<file path="src/rtl/core/bvol_pkg.sv">
// Shared types and constants for the vertex bounding volume block.
`default_nettype none

package bvol_pkg;

  localparam int COORD_WIDTH = 32;
  localparam int AXES        = 3;
  localparam int QUEUE_DEPTH = 2;

  localparam int SQ_WIDTH   = 2 * COORD_WIDTH;
  localparam int ROOT_WIDTH = COORD_WIDTH + 1;
  localparam int RAD_WIDTH  = 2 * ROOT_WIDTH;
  localparam int REM_WIDTH  = ROOT_WIDTH + 3;
  localparam int ITER_CNT_W = $clog2(ROOT_WIDTH);
  localparam int AX_CNT_W   = $clog2(AXES + 1);
  localparam int AX_IDX_W   = $clog2(AXES);
  localparam int Q_PTR_W    = (QUEUE_DEPTH > 1) ? $clog2(QUEUE_DEPTH) : 1;
  localparam int Q_CNT_W    = $clog2(QUEUE_DEPTH + 1);

  typedef logic signed [COORD_WIDTH-1:0]     coord_t;
  typedef logic [AXES-1:0][COORD_WIDTH-1:0]  coord_vec_t;
  typedef logic [ROOT_WIDTH-1:0]             root_t;
  typedef logic [RAD_WIDTH-1:0]              rad_t;

  localparam coord_t COORD_MOST_POS = {1'b0, {(COORD_WIDTH-1){1'b1}}};
  localparam coord_t COORD_MOST_NEG = {1'b1, {(COORD_WIDTH-1){1'b0}}};

  // One finished box handed from the accumulator to the result side.
  typedef struct packed {
    coord_vec_t lo;
    coord_vec_t hi;
  } box_t;

  typedef struct packed {
    logic start;
    rad_t rad;
  } sq_req_t;

  typedef struct packed {
    logic  done;
    root_t root;
  } sq_rsp_t;

  typedef enum logic [2:0] {
    BK_IDLE,
    BK_SQUARE,
    BK_ROOT_GO,
    BK_ROOT_WAIT,
    BK_OUT
  } bk_state_t;

endpackage

`default_nettype wire

</file>
<file path="src/rtl/core/bvol_if.sv">
// Valid/ready channel interfaces for vertex words and result words.
`default_nettype none

interface bvol_vtx_if;
  import bvol_pkg::*;

  logic   valid;
  logic   ready;
  coord_t vertex_x;
  coord_t vertex_y;
  coord_t vertex_z;
  logic   last_vertex;

  modport source (output valid, vertex_x, vertex_y, vertex_z, last_vertex, input ready);
  modport sink   (input valid, vertex_x, vertex_y, vertex_z, last_vertex, output ready);
endinterface

interface bvol_res_if;
  import bvol_pkg::*;

  logic   valid;
  logic   ready;
  coord_t box_min_x;
  coord_t box_min_y;
  coord_t box_min_z;
  coord_t box_max_x;
  coord_t box_max_y;
  coord_t box_max_z;
  coord_t center_x;
  coord_t center_y;
  coord_t center_z;
  root_t  diagonal_length;

  modport source (output valid, box_min_x, box_min_y, box_min_z, box_max_x, box_max_y,
                  box_max_z, center_x, center_y, center_z, diagonal_length, input ready);
  modport sink   (input valid, box_min_x, box_min_y, box_min_z, box_max_x, box_max_y,
                  box_max_z, center_x, center_y, center_z, diagonal_length, output ready);
endinterface

`default_nettype wire

</file>
<file path="src/rtl/core/vertex_bounding_volume.sv">
// Top level of the vertex bounding volume block.
// Vertex words are taken one per cycle; the running minimum and maximum on each
// axis are updated in the cycle a word is accepted, and the word marked
// last_vertex closes the set and queues its box (two boxes can wait). Each
// closed set produces one result word after its box leaves the queue: the box
// is loaded, the three squared extents are summed through the single shared
// multiplier, and the bit-serial square root gives the diagonal. Vertex
// words of a new set keep flowing while results are computed; only a closing
// vertex waits, and only when both queue slots are full.
`default_nettype none

module vertex_bounding_volume (
  input  wire logic  clk,
  input  wire logic  rst_n,
  bvol_vtx_if.sink   in_ch,
  bvol_res_if.source out_ch
);
  import bvol_pkg::*;

  logic    push, q_full, q_valid, q_pop;
  box_t    push_data, q_data;
  sq_req_t sq_req;
  sq_rsp_t sq_rsp;

  bvol_front u_front (
    .clk         (clk),
    .rst_n       (rst_n),
    .in_ch       (in_ch),
    .q_full_i    (q_full),
    .push_o      (push),
    .push_data_o (push_data)
  );

  bvol_fifo u_fifo (
    .clk         (clk),
    .rst_n       (rst_n),
    .push_i      (push),
    .push_data_i (push_data),
    .full_o      (q_full),
    .pop_i       (q_pop),
    .valid_o     (q_valid),
    .data_o      (q_data)
  );

  bvol_isqrt u_isqrt (
    .clk   (clk),
    .rst_n (rst_n),
    .req_i (sq_req),
    .rsp_o (sq_rsp)
  );

  bvol_back u_back (
    .clk       (clk),
    .rst_n     (rst_n),
    .q_valid_i (q_valid),
    .q_data_i  (q_data),
    .q_pop_o   (q_pop),
    .sq_req_o  (sq_req),
    .sq_rsp_i  (sq_rsp),
    .out_ch    (out_ch)
  );

endmodule

`default_nettype wire

</file>
<file path="src/rtl/core/bvol_front.sv">
// Front end: accepts vertex words and keeps the running per-axis box.
`default_nettype none

module bvol_front (
  input  wire logic           clk,
  input  wire logic           rst_n,
  bvol_vtx_if.sink            in_ch,
  input  wire logic           q_full_i,
  output logic                push_o,
  output bvol_pkg::box_t      push_data_o
);
  import bvol_pkg::*;

  coord_vec_t min_r, min_nxt;
  coord_vec_t max_r, max_nxt;
  coord_vec_t vtx;
  logic       accept;

  assign vtx[0] = in_ch.vertex_x;
  assign vtx[1] = in_ch.vertex_y;
  assign vtx[2] = in_ch.vertex_z;

  // Only the closing vertex needs a queue slot, so the others always pass.
  assign in_ch.ready = !q_full_i || !in_ch.last_vertex;
  assign accept      = in_ch.valid && in_ch.ready;

  always_comb begin
    for (int a = 0; a < AXES; a++) begin
      min_nxt[a] = ($signed(vtx[a]) < $signed(min_r[a])) ? vtx[a] : min_r[a];
      max_nxt[a] = ($signed(vtx[a]) > $signed(max_r[a])) ? vtx[a] : max_r[a];
    end
  end

  assign push_o         = accept && in_ch.last_vertex;
  assign push_data_o.lo = min_nxt;
  assign push_data_o.hi = max_nxt;

  always_ff @(posedge clk) begin
    if (!rst_n || push_o) begin
      for (int a = 0; a < AXES; a++) begin
        min_r[a] <= COORD_MOST_POS;
        max_r[a] <= COORD_MOST_NEG;
      end
    end else if (accept) begin
      min_r <= min_nxt;
      max_r <= max_nxt;
    end
  end

endmodule

`default_nettype wire

</file>
<file path="src/rtl/core/bvol_fifo.sv">
// Short queue of finished boxes between the front and back ends.
`default_nettype none

module bvol_fifo (
  input  wire logic           clk,
  input  wire logic           rst_n,
  input  wire logic           push_i,
  input  wire bvol_pkg::box_t push_data_i,
  output logic                full_o,
  input  wire logic           pop_i,
  output logic                valid_o,
  output bvol_pkg::box_t      data_o
);
  import bvol_pkg::*;

  box_t                 mem_r [QUEUE_DEPTH];
  logic [Q_PTR_W-1:0]   wr_ptr_r, rd_ptr_r;
  logic [Q_CNT_W-1:0]   count_r;
  logic                 do_push, do_pop;

  assign full_o  = (count_r == Q_CNT_W'(QUEUE_DEPTH));
  assign valid_o = (count_r != '0);
  assign data_o  = mem_r[rd_ptr_r];
  assign do_push = push_i && !full_o;
  assign do_pop  = pop_i && valid_o;

  function automatic logic [Q_PTR_W-1:0] ptr_inc(input logic [Q_PTR_W-1:0] p);
    ptr_inc = (p == Q_PTR_W'(QUEUE_DEPTH - 1)) ? '0 : p + 1'b1;
  endfunction

  always_ff @(posedge clk) begin
    if (!rst_n) begin
      wr_ptr_r <= '0;
      rd_ptr_r <= '0;
      count_r  <= '0;
    end else begin
      if (do_push) wr_ptr_r <= ptr_inc(wr_ptr_r);
      if (do_pop)  rd_ptr_r <= ptr_inc(rd_ptr_r);
      if (do_push && !do_pop)      count_r <= count_r + 1'b1;
      else if (do_pop && !do_push) count_r <= count_r - 1'b1;
    end
  end

  always_ff @(posedge clk) begin
    if (do_push) mem_r[wr_ptr_r] <= push_data_i;
  end

endmodule

`default_nettype wire

</file>
<file path="src/rtl/core/bvol_isqrt.sv">
// Bit-serial integer square root, one root bit per cycle.
`default_nettype none

module bvol_isqrt (
  input  wire logic              clk,
  input  wire logic              rst_n,
  input  wire bvol_pkg::sq_req_t req_i,
  output bvol_pkg::sq_rsp_t      rsp_o
);
  import bvol_pkg::*;

  rad_t                    rad_r;
  logic [REM_WIDTH-1:0]    rem_r, rem_sh, trial, rem_nxt;
  root_t                   root_r, root_nxt;
  logic [ITER_CNT_W-1:0]   cnt_r;
  logic                    busy_r, done_r;

  // Restoring method: bring down two radicand bits, try appending a one.
  always_comb begin
    rem_sh = {rem_r[REM_WIDTH-3:0], rad_r[RAD_WIDTH-1 -: 2]};
    trial  = REM_WIDTH'({root_r, 2'b01});
    if (rem_sh >= trial) begin
      rem_nxt  = rem_sh - trial;
      root_nxt = {root_r[ROOT_WIDTH-2:0], 1'b1};
    end else begin
      rem_nxt  = rem_sh;
      root_nxt = {root_r[ROOT_WIDTH-2:0], 1'b0};
    end
  end

  always_ff @(posedge clk) begin
    if (!rst_n) begin
      busy_r <= 1'b0;
      done_r <= 1'b0;
      cnt_r  <= '0;
    end else begin
      done_r <= 1'b0;
      if (req_i.start) begin
        busy_r <= 1'b1;
        cnt_r  <= ITER_CNT_W'(ROOT_WIDTH - 1);
      end else if (busy_r) begin
        cnt_r <= cnt_r - 1'b1;
        if (cnt_r == '0) begin
          busy_r <= 1'b0;
          done_r <= 1'b1;
        end
      end
    end
  end

  always_ff @(posedge clk) begin
    if (req_i.start) begin
      rad_r  <= req_i.rad;
      rem_r  <= '0;
      root_r <= '0;
    end else if (busy_r) begin
      rad_r  <= {rad_r[RAD_WIDTH-3:0], 2'b00};
      rem_r  <= rem_nxt;
      root_r <= root_nxt;
    end
  end

  assign rsp_o.done = done_r;
  assign rsp_o.root = root_r;

endmodule

`default_nettype wire

</file>
<file path="src/rtl/core/bvol_back.sv">
// Back end: centre, squared extents, diagonal and the result register.
`default_nettype none

module bvol_back (
  input  wire logic              clk,
  input  wire logic              rst_n,
  input  wire logic              q_valid_i,
  input  wire bvol_pkg::box_t    q_data_i,
  output logic                   q_pop_o,
  output bvol_pkg::sq_req_t      sq_req_o,
  input  wire bvol_pkg::sq_rsp_t sq_rsp_i,
  bvol_res_if.source             out_ch
);
  import bvol_pkg::*;

  bk_state_t               state_r, state_nxt;
  logic [AX_CNT_W-1:0]     cnt_r, cnt_nxt;
  coord_vec_t              lo_r, hi_r, ctr_r;
  logic [COORD_WIDTH-1:0]  ext_r [AXES];
  logic [COORD_WIDTH-1:0]  ext_sel;
  logic [SQ_WIDTH-1:0]     prod_r;
  rad_t                    sum_r;
  root_t                   diag_r;
  logic                    load;
  logic                    accum;

  always_ff @(posedge clk) begin
    if (!rst_n) begin
      state_r <= BK_IDLE;
      cnt_r   <= '0;
    end else begin
      state_r <= state_nxt;
      cnt_r   <= cnt_nxt;
    end
  end

  always_comb begin
    state_nxt      = state_r;
    cnt_nxt        = cnt_r;
    load           = 1'b0;
    accum          = 1'b0;
    sq_req_o.start = 1'b0;
    sq_req_o.rad   = sum_r;
    unique case (state_r)
      BK_IDLE: begin
        if (q_valid_i) begin
          load      = 1'b1;
          cnt_nxt   = '0;
          state_nxt = BK_SQUARE;
        end
      end
      BK_SQUARE: begin
        // The product register holds the square for the axis before the current count.
        accum   = (cnt_r != '0);
        cnt_nxt = cnt_r + 1'b1;
        if (cnt_r == AX_CNT_W'(AXES)) state_nxt = BK_ROOT_GO;
      end
      BK_ROOT_GO: begin
        sq_req_o.start = 1'b1;
        state_nxt      = BK_ROOT_WAIT;
      end
      BK_ROOT_WAIT: begin
        if (sq_rsp_i.done) state_nxt = BK_OUT;
      end
      BK_OUT: begin
        if (out_ch.ready) state_nxt = BK_IDLE;
      end
      default: state_nxt = BK_IDLE;
    endcase
  end

  assign q_pop_o      = load;
  assign ext_sel      = (cnt_r < AX_CNT_W'(AXES)) ? ext_r[cnt_r[AX_IDX_W-1:0]] : '0;

  always_ff @(posedge clk) begin
    if (load) begin
      lo_r <= q_data_i.lo;
      hi_r <= q_data_i.hi;
      for (int a = 0; a < AXES; a++) begin
        // Sum and difference at one extra bit; the extent is never negative.
        ext_r[a] <= COORD_WIDTH'({q_data_i.hi[a][COORD_WIDTH-1], q_data_i.hi[a]}
                                - {q_data_i.lo[a][COORD_WIDTH-1], q_data_i.lo[a]});
        ctr_r[a] <= COORD_WIDTH'(({q_data_i.hi[a][COORD_WIDTH-1], q_data_i.hi[a]}
                                 + {q_data_i.lo[a][COORD_WIDTH-1], q_data_i.lo[a]}) >> 1);
      end
    end
    prod_r <= SQ_WIDTH'(ext_sel) * SQ_WIDTH'(ext_sel);
    if (load)       sum_r <= '0;
    else if (accum) sum_r <= sum_r + RAD_WIDTH'(prod_r);
    if (sq_rsp_i.done) diag_r <= sq_rsp_i.root;
  end

  assign out_ch.valid           = (state_r == BK_OUT);
  assign out_ch.box_min_x       = lo_r[0];
  assign out_ch.box_min_y       = lo_r[1];
  assign out_ch.box_min_z       = lo_r[2];
  assign out_ch.box_max_x       = hi_r[0];
  assign out_ch.box_max_y       = hi_r[1];
  assign out_ch.box_max_z       = hi_r[2];
  assign out_ch.center_x        = ctr_r[0];
  assign out_ch.center_y        = ctr_r[1];
  assign out_ch.center_z        = ctr_r[2];
  assign out_ch.diagonal_length = diag_r;

endmodule

`default_nettype wire

</file>
<file path="src/flat_wrapper.sv">
// flat-port wrapper written by rule: the top's interface ports become plain ports
module vertex_bounding_volume_flat import bvol_pkg::*;
  (clk, rst_n, in_ch_valid, in_ch_vertex_x, in_ch_vertex_y, in_ch_vertex_z, in_ch_last_vertex, in_ch_ready, out_ch_valid, out_ch_box_min_x, out_ch_box_min_y, out_ch_box_min_z, out_ch_box_max_x, out_ch_box_max_y, out_ch_box_max_z, out_ch_center_x, out_ch_center_y, out_ch_center_z, out_ch_diagonal_length, out_ch_ready);
  bvol_vtx_if in_ch_i ();
  bvol_res_if out_ch_i ();
  input  wire logic clk;
  input  wire logic rst_n;
  input wire logic [$bits(in_ch_i.valid)-1:0] in_ch_valid;
  input wire logic [$bits(in_ch_i.vertex_x)-1:0] in_ch_vertex_x;
  input wire logic [$bits(in_ch_i.vertex_y)-1:0] in_ch_vertex_y;
  input wire logic [$bits(in_ch_i.vertex_z)-1:0] in_ch_vertex_z;
  input wire logic [$bits(in_ch_i.last_vertex)-1:0] in_ch_last_vertex;
  output wire logic [$bits(in_ch_i.ready)-1:0] in_ch_ready;
  output wire logic [$bits(out_ch_i.valid)-1:0] out_ch_valid;
  output wire logic [$bits(out_ch_i.box_min_x)-1:0] out_ch_box_min_x;
  output wire logic [$bits(out_ch_i.box_min_y)-1:0] out_ch_box_min_y;
  output wire logic [$bits(out_ch_i.box_min_z)-1:0] out_ch_box_min_z;
  output wire logic [$bits(out_ch_i.box_max_x)-1:0] out_ch_box_max_x;
  output wire logic [$bits(out_ch_i.box_max_y)-1:0] out_ch_box_max_y;
  output wire logic [$bits(out_ch_i.box_max_z)-1:0] out_ch_box_max_z;
  output wire logic [$bits(out_ch_i.center_x)-1:0] out_ch_center_x;
  output wire logic [$bits(out_ch_i.center_y)-1:0] out_ch_center_y;
  output wire logic [$bits(out_ch_i.center_z)-1:0] out_ch_center_z;
  output wire logic [$bits(out_ch_i.diagonal_length)-1:0] out_ch_diagonal_length;
  input wire logic [$bits(out_ch_i.ready)-1:0] out_ch_ready;
  assign in_ch_i.valid = in_ch_valid;
  assign in_ch_i.vertex_x = in_ch_vertex_x;
  assign in_ch_i.vertex_y = in_ch_vertex_y;
  assign in_ch_i.vertex_z = in_ch_vertex_z;
  assign in_ch_i.last_vertex = in_ch_last_vertex;
  assign in_ch_ready = in_ch_i.ready;
  assign out_ch_valid = out_ch_i.valid;
  assign out_ch_box_min_x = out_ch_i.box_min_x;
  assign out_ch_box_min_y = out_ch_i.box_min_y;
  assign out_ch_box_min_z = out_ch_i.box_min_z;
  assign out_ch_box_max_x = out_ch_i.box_max_x;
  assign out_ch_box_max_y = out_ch_i.box_max_y;
  assign out_ch_box_max_z = out_ch_i.box_max_z;
  assign out_ch_center_x = out_ch_i.center_x;
  assign out_ch_center_y = out_ch_i.center_y;
  assign out_ch_center_z = out_ch_i.center_z;
  assign out_ch_diagonal_length = out_ch_i.diagonal_length;
  assign out_ch_i.ready = out_ch_ready;
  vertex_bounding_volume u_core (.clk(clk), .rst_n(rst_n), .in_ch(in_ch_i), .out_ch(out_ch_i));
endmodule
</file>
<file path="config.mk">
export PLATFORM = sky130hd
export DESIGN_NAME = vertex_bounding_volume_flat
export DESIGN_NICKNAME = d
export VERILOG_FILES = /design/src/rtl/core/bvol_pkg.sv /design/src/rtl/core/bvol_if.sv /design/src/rtl/core/vertex_bounding_volume.sv /design/src/rtl/core/bvol_front.sv /design/src/rtl/core/bvol_fifo.sv /design/src/rtl/core/bvol_isqrt.sv /design/src/rtl/core/bvol_back.sv /design/src/flat_wrapper.sv
export SDC_FILE = /design/constraint.sdc
export NUM_CORES = 2
export LEC_CHECK = 0
export BUFFER_PORTS_ARGS = -buffer_cell sky130_fd_sc_hd__buf_2
export CELL_PAD_IN_SITES_DETAIL_PLACEMENT = 2
export CELL_PAD_IN_SITES_GLOBAL_PLACEMENT = 2
export CORE_AREA = 2 2 418 503
export CTS_BUF_LIST = sky130_fd_sc_hd__clkbuf_2 sky130_fd_sc_hd__clkbuf_4 sky130_fd_sc_hd__clkbuf_8
export DETAILED_ROUTE_END_ITERATION = 10
export DIE_AREA = 0 0 420 505
export GPL_TIMING_DRIVEN = 0
export PLACE_DENSITY = 0.89
export SKIP_LAST_GASP = 1
export SLEW_MARGIN = 10
export SYNTH_ARGS = -nofsm -noshare
export SYNTH_HDL_FRONTEND = slang
export SYNTH_SLANG_ARGS = --single-unit
</file>
<file path="constraint.sdc">
create_clock -name clk -period 35.1 [get_ports clk]
set_input_delay 1.755 -clock clk [delete_from_list [all_inputs] [get_ports clk]]
set_output_delay 1.755 -clock clk [all_outputs]
set_load 0.02 [all_outputs]
</file>
Word-level counts from Yosys, hierarchy flattened
Memory sizes are Yosys's and may differ from the RTL's. A register that Yosys moved wholly into a read port is not among the register bits. Cells that the tools add are included.

Flip-flop bits (word level): 793. Memory bits (writable): 480. Input port bits: 101. Output and inout bits: 323. Logic and storage cells: 131. Memories: 2.

Memory list: u_core.u_fifo.mem_r (depth 2, bits a word 192, rd ports 1, clocked after Yosys merged registers in 1, wr ports 1, RTL line bvol_fifo.sv:16) `box_t mem_r [QUEUE_DEPTH];`; u_core.u_back.ext_r (depth 3, bits a word 32, rd ports 1, clocked after Yosys merged registers in 1, wr ports 3, RTL line bvol_back.sv:19) `logic [COORD_WIDTH-1:0] ext_r [AXES];`.

$add $sub $neg: 14. $mul: 1. $lt $le $gt $ge: 8. Equal/unequal tests: 10. Muxes and demuxes: 40. Bitwise gates (word level): 2. Reductions and logical operators: 24.

Operator list (count): 2-to-1 mux 32 bit (7); 2-to-1 mux 66 bit (2); adder 32 x 32 -> 33 bit (3); greater-than comparator 32 bit (3); < comparator 32 bit (3); subtractor 32 bit (3); adder 66 x 64 -> 66 bit (1); multiplier 32 x 32 -> 64 bit (1); greater-or-equal comparator 36 x 35 -> 1 bit (1); 2-to-1 mux 34 bit (1); subtractor 34 bit (1); 2-to-1 mux 1 bit (17); case mux 3 bit (5 select lines) (1); 2-to-1 mux 3 bit (4); 2-to-1 mux 6 bit (2); 2-to-1 mux 2 bit (5); nonzero test 2 bit (5); == test 3 x 2 -> 1 bit (second input constant) (2); logical AND 1 bit (6); logical NOT 6 bit (1); inequality test 2 x 1 -> 1 bit (second input constant) (3); subtractor 6 x 1 -> 6 bit (second input constant) (1); logical NOT 1 bit (5); adder 2 x 1 -> 2 bit (second input constant) (2); 15 further kinds (19).

Depth between registers and ports, before layout
Depth in word-level cells: 10. Gate-level depth with buffers: 36. Mapped depth without buffers: 31.

Cells and area by module
A second synthesis with hierarchy kept.

Cell total of the unflattened synthesis: 9126. Area total of the unflattened synthesis: 94897.3 µm².

Modules (own cells, without submodules): bvol_back (times used 1, cells an instance 6056, area an instance 59009.1 µm², sequential area each 15244.6 µm²); bvol_fifo (times used 1, cells an instance 622, area an instance 14152.3 µm², sequential area each 11631.2 µm²); bvol_front (times used 1, cells an instance 1683, area an instance 13852.0 µm², sequential area each 3843.7 µm²); bvol_isqrt (times used 1, cells an instance 765, area an instance 7883.8 µm², sequential area each 3483.3 µm²).

Worst setup path after synthesis
No wires, ideal clock.

Path type: register -> register. From: reg u_core.u_back.state_r[0]. To: mem u_core.u_back.ext_r[0][0] (enable). Setup time: 0.897 ns. Arrival time: 11.763 ns. Data required time: 34.203 ns. Slack: 22.440 ns. Stages on the path, launching flop included: 6. Path buffers: 3. Clock period less this slack: 12.660 ns. Cells stage by stage: dfxtp_1 -> clkbuf_1 -> or4_1 -> clkbuf_1 -> inv_2 -> clkbuf_1.

RTL lines: start, declared (RTL line bvol_back.sv:16) `bk_state_t state_r, state_nxt;`; start signal, assigned (RTL line bvol_back.sv:32) `state_r <= state_nxt;`; end, declared (RTL line bvol_back.sv:19).

==> impl_metrics.ini <==
[routing]
viasPerCell = 6.470
wl_met3_um = 51370
ant_nets = 0
wl_met2_um = 224900
drc = 1
drt-wirelength-per-cell_um = 38.00
drt_iter0_markers = 9312
top_layer = met5
wirelength_um = 494300
dr.pass1.iters = 11
dr_total_vias = 84160
drt-met1-wl_um = 161800

[worst_hold_path]
whs_path_depth = 0
hold_path.class = flop to flop

[clock_network]
cts_max_path_buffers = 3
clk_pin_slew_worst_paths_ns = 0.07
clock_latency_ns = 1.13
cts_buffers = 209
cts_setup_buffers = 0
hold_buffers = 0
cts_resized = 0
cts-root-buf = clkbuf_8
cts.htree.levels = 4
clock_sinks = 1275
tritoncts = built

[place]
place_ws_ns = 23.19
io_buffers = 423
dpl.hpwl_um = 331800
gp_congestion = 0.9937

[grt]
overflow = 0
grt_use_total_pct = 45.81
grt_start_max_net_pins = 68
grt_first_pass_wirelength_um = 696100
grt_pass1_vias = 93930
antenna_found_initial = 92

[synth]
synth_seq_area_share_pct = 36.07
avgSynthCellArea_sq_um = 10.16
syn_inst = 9334
ys.flop_type = edfxtp_1
synth_edf_count = 867
yosys_register_bits = 1275
synth_area_sq_mm = 0.09483
syn_nets = 11000
ys_warn_count = 0
async_reset_ff_share_pct = 0
synth.distinct_cells = 109

[sta]
min_period_over_period_pct = 38.06
max_slew_margin_pct = -9.865
drv_slew = 59
rsz0062_at_grt = false
tightest_slew_ns = 1.645
fin_hold_ws_ns = 0.4583
hold_viol_final = 0
setup_viol = 0
period_minus_slack_ns = 13.36
worst_slack_ns = 21.74
setup-tns-final_ns = 0
finClkSkew_ns = 0.09680
fmax_mhz = 74.85

[cells_and_area]
ff_latch_area_sq_mm = 0.03420
multiInputGateArea_sq_mm = 0.05344
final_nets = 11660
layout-drive-gt1-share_pct = 12.33
fillers = 21240
area_growth_pct = 11.63

[setup_path]
cp.arrival_ns = 14.31
r2r_slack_ns = 21.74
crit_top_cell = fa_1
crit_path_end_kind = flop
crit_fanout = 10
path_delay_family = adder cells
cp_num_cells = 30
max_stage_delay_ns = 0.92
critPathKind = flop to flop
cp_num_buf_inv = 8
worst-r2r-cell-count = 30
critPathLaunchType = flop
worst_ep_required_time_ns = 36.05
cp_slowest_cell = fa_1

[die]
start_util_pct = 45.87
core_area_sq_mm = 0.2068
rows = 183
die_width_um = 420
ios = 424
die_y_um = 505
die-area_sq_mm = 0.2121

[run]
drv_cap = 9

[outcome]
status = complete, but fails checks
violations = DRC, capacitance limit, slew limit
## cell families (layout without fill, tap and decap cells)
logic type               after synthesis  in the layout  synth area share (%)
buffers and inverters               1912           2763                 7.705
flip-flops                          1275           1275                 36.07
AO/OA/AOI/OAI                       1607           1607                 11.12
multiplexers                         437            437                 4.913
adder cells (fa/ha/maj)             1562           1562                 26.92
XOR/XNOR                             337            337                 3.112
AND/OR/NAND/NOR                     2204           2204                 10.16
other                                  0             47                     0
## cell type report
class                           instances  share of cell area, %
Multi-Input combinational cell       6147                  50.48
Tap cell                             2775                  3.280
Sequential cell                      1275                  32.31
Timing Repair Buffer                  454                  2.571
Antenna cell                           47                 0.1111
Buffer                                407                  1.592
Inverter                             1505                  5.336
Clock buffer                          299                  3.485
Clock inverter                         98                 0.8356
## worst paths after layout
check                                                       startpoint                                            endpoint
worst max-delay path                                              flop                    u_core.u_back.prod_r[54]$_DFF_P_
worst min-delay path            u_core.u_isqrt.root_r[24]$_SDFFE_PP0P_  u_core.u_back.out_ch.diagonal_length[24]$_DFFE_PP_
worst max register to register                                    flop                    u_core.u_back.prod_r[54]$_DFF_P_
worst min register to register  u_core.u_isqrt.root_r[24]$_SDFFE_PP0P_  u_core.u_back.out_ch.diagonal_length[24]$_DFFE_PP_
## worst reg2reg max path, delay by kind of cell, from the launching register on
kind / cells / cell delay (ns)
AND/OR/NAND/NOR: 5 / 1.55
XOR/XNOR: 1 / 0.30
buffers and inverters: 8 / 3.13
AO/OA/AOI/OAI: 7 / 2.37
flip-flops: 1 / 0.37
adder cells (fa/ha/maj): 9 / 5.49
## cells in the mapped netlist (59+ instances only)
library cell  number  area (sq um)
a211o_1           59         516.8
a211oi_1          96         720.7
a21o_1           178          1336
a21oi_1          440          2202
buf_2             62         310.3
clkbuf_1         295          1107
dfxtp_1          408          8168
edfxtp_1         867         26030
fa_1             797         15960
ha_1             765          9572
inv_1           1492          5600
mux2_2           228          2567
mux2i_1          209          2092
nand2_1          902          3386
nand3_1          137         685.7
nand4_1           87         544.3
nor2_1           699          2624
nor2b_1           81         506.7
nor3_1            75         375.4
o21a_1            73         548.0
o21ai_0          334          1672
o21bai_1          68         510.5
xnor2_1          235          2058
xor2_1           102         893.4
## placed cells by master, fill, tap and decap left out, types with 231 or more instances in the layout
cell type and count:
a21oi_1 440, buf_2 486, clkbuf_1 275, clkbuf_8 231, dfxtp_1 407, edfxtp_1 867, fa_1 797, ha_1 765
inv_1 1492, nand2_1 901, nor2_1 696, o21ai_0 334, xnor2_1 233
## routing by layer
metal	track usage (%)	up-vias
met3	16.43	2804
li1	-	32600
met5	0.7787	-
met2	72.01	6216
met1	48.00	42460
met4	40.95	80
## registers in the layout, summed over array words and instances, names as in the netlist, 33 cells and up, named ones only
signal and cells:
u_core.u_back.sum_r 66, u_core.u_isqrt.root_r 33, u_core.u_back.out_ch.diagonal_length 33, u_core.u_back.prod_r 63
u_core.u_front.min_r 96, u_core.u_fifo.mem_r 384, u_core.u_isqrt.rem_r 34, u_core.u_front.max_r 96
u_core.u_back.ext_r 96, u_core.u_isqrt.rad_r 66
## per-stage QoR
stage | area, sq um | instances | util, %
final | 105900 | 13010 | 51.20
after floorplan | 94830 | 9334 | -
after CTS | 105700 | 12960 | 51.11
after detailed placement | 101100 | 12560 | 48.89
after global routing | 105800 | 12970 | 51.15
after global placement | 100400 | 12530 | 48.57
Power is not shown: default switching activity piles up to over one toggle a cycle in this logic, so the estimate is an artifact.
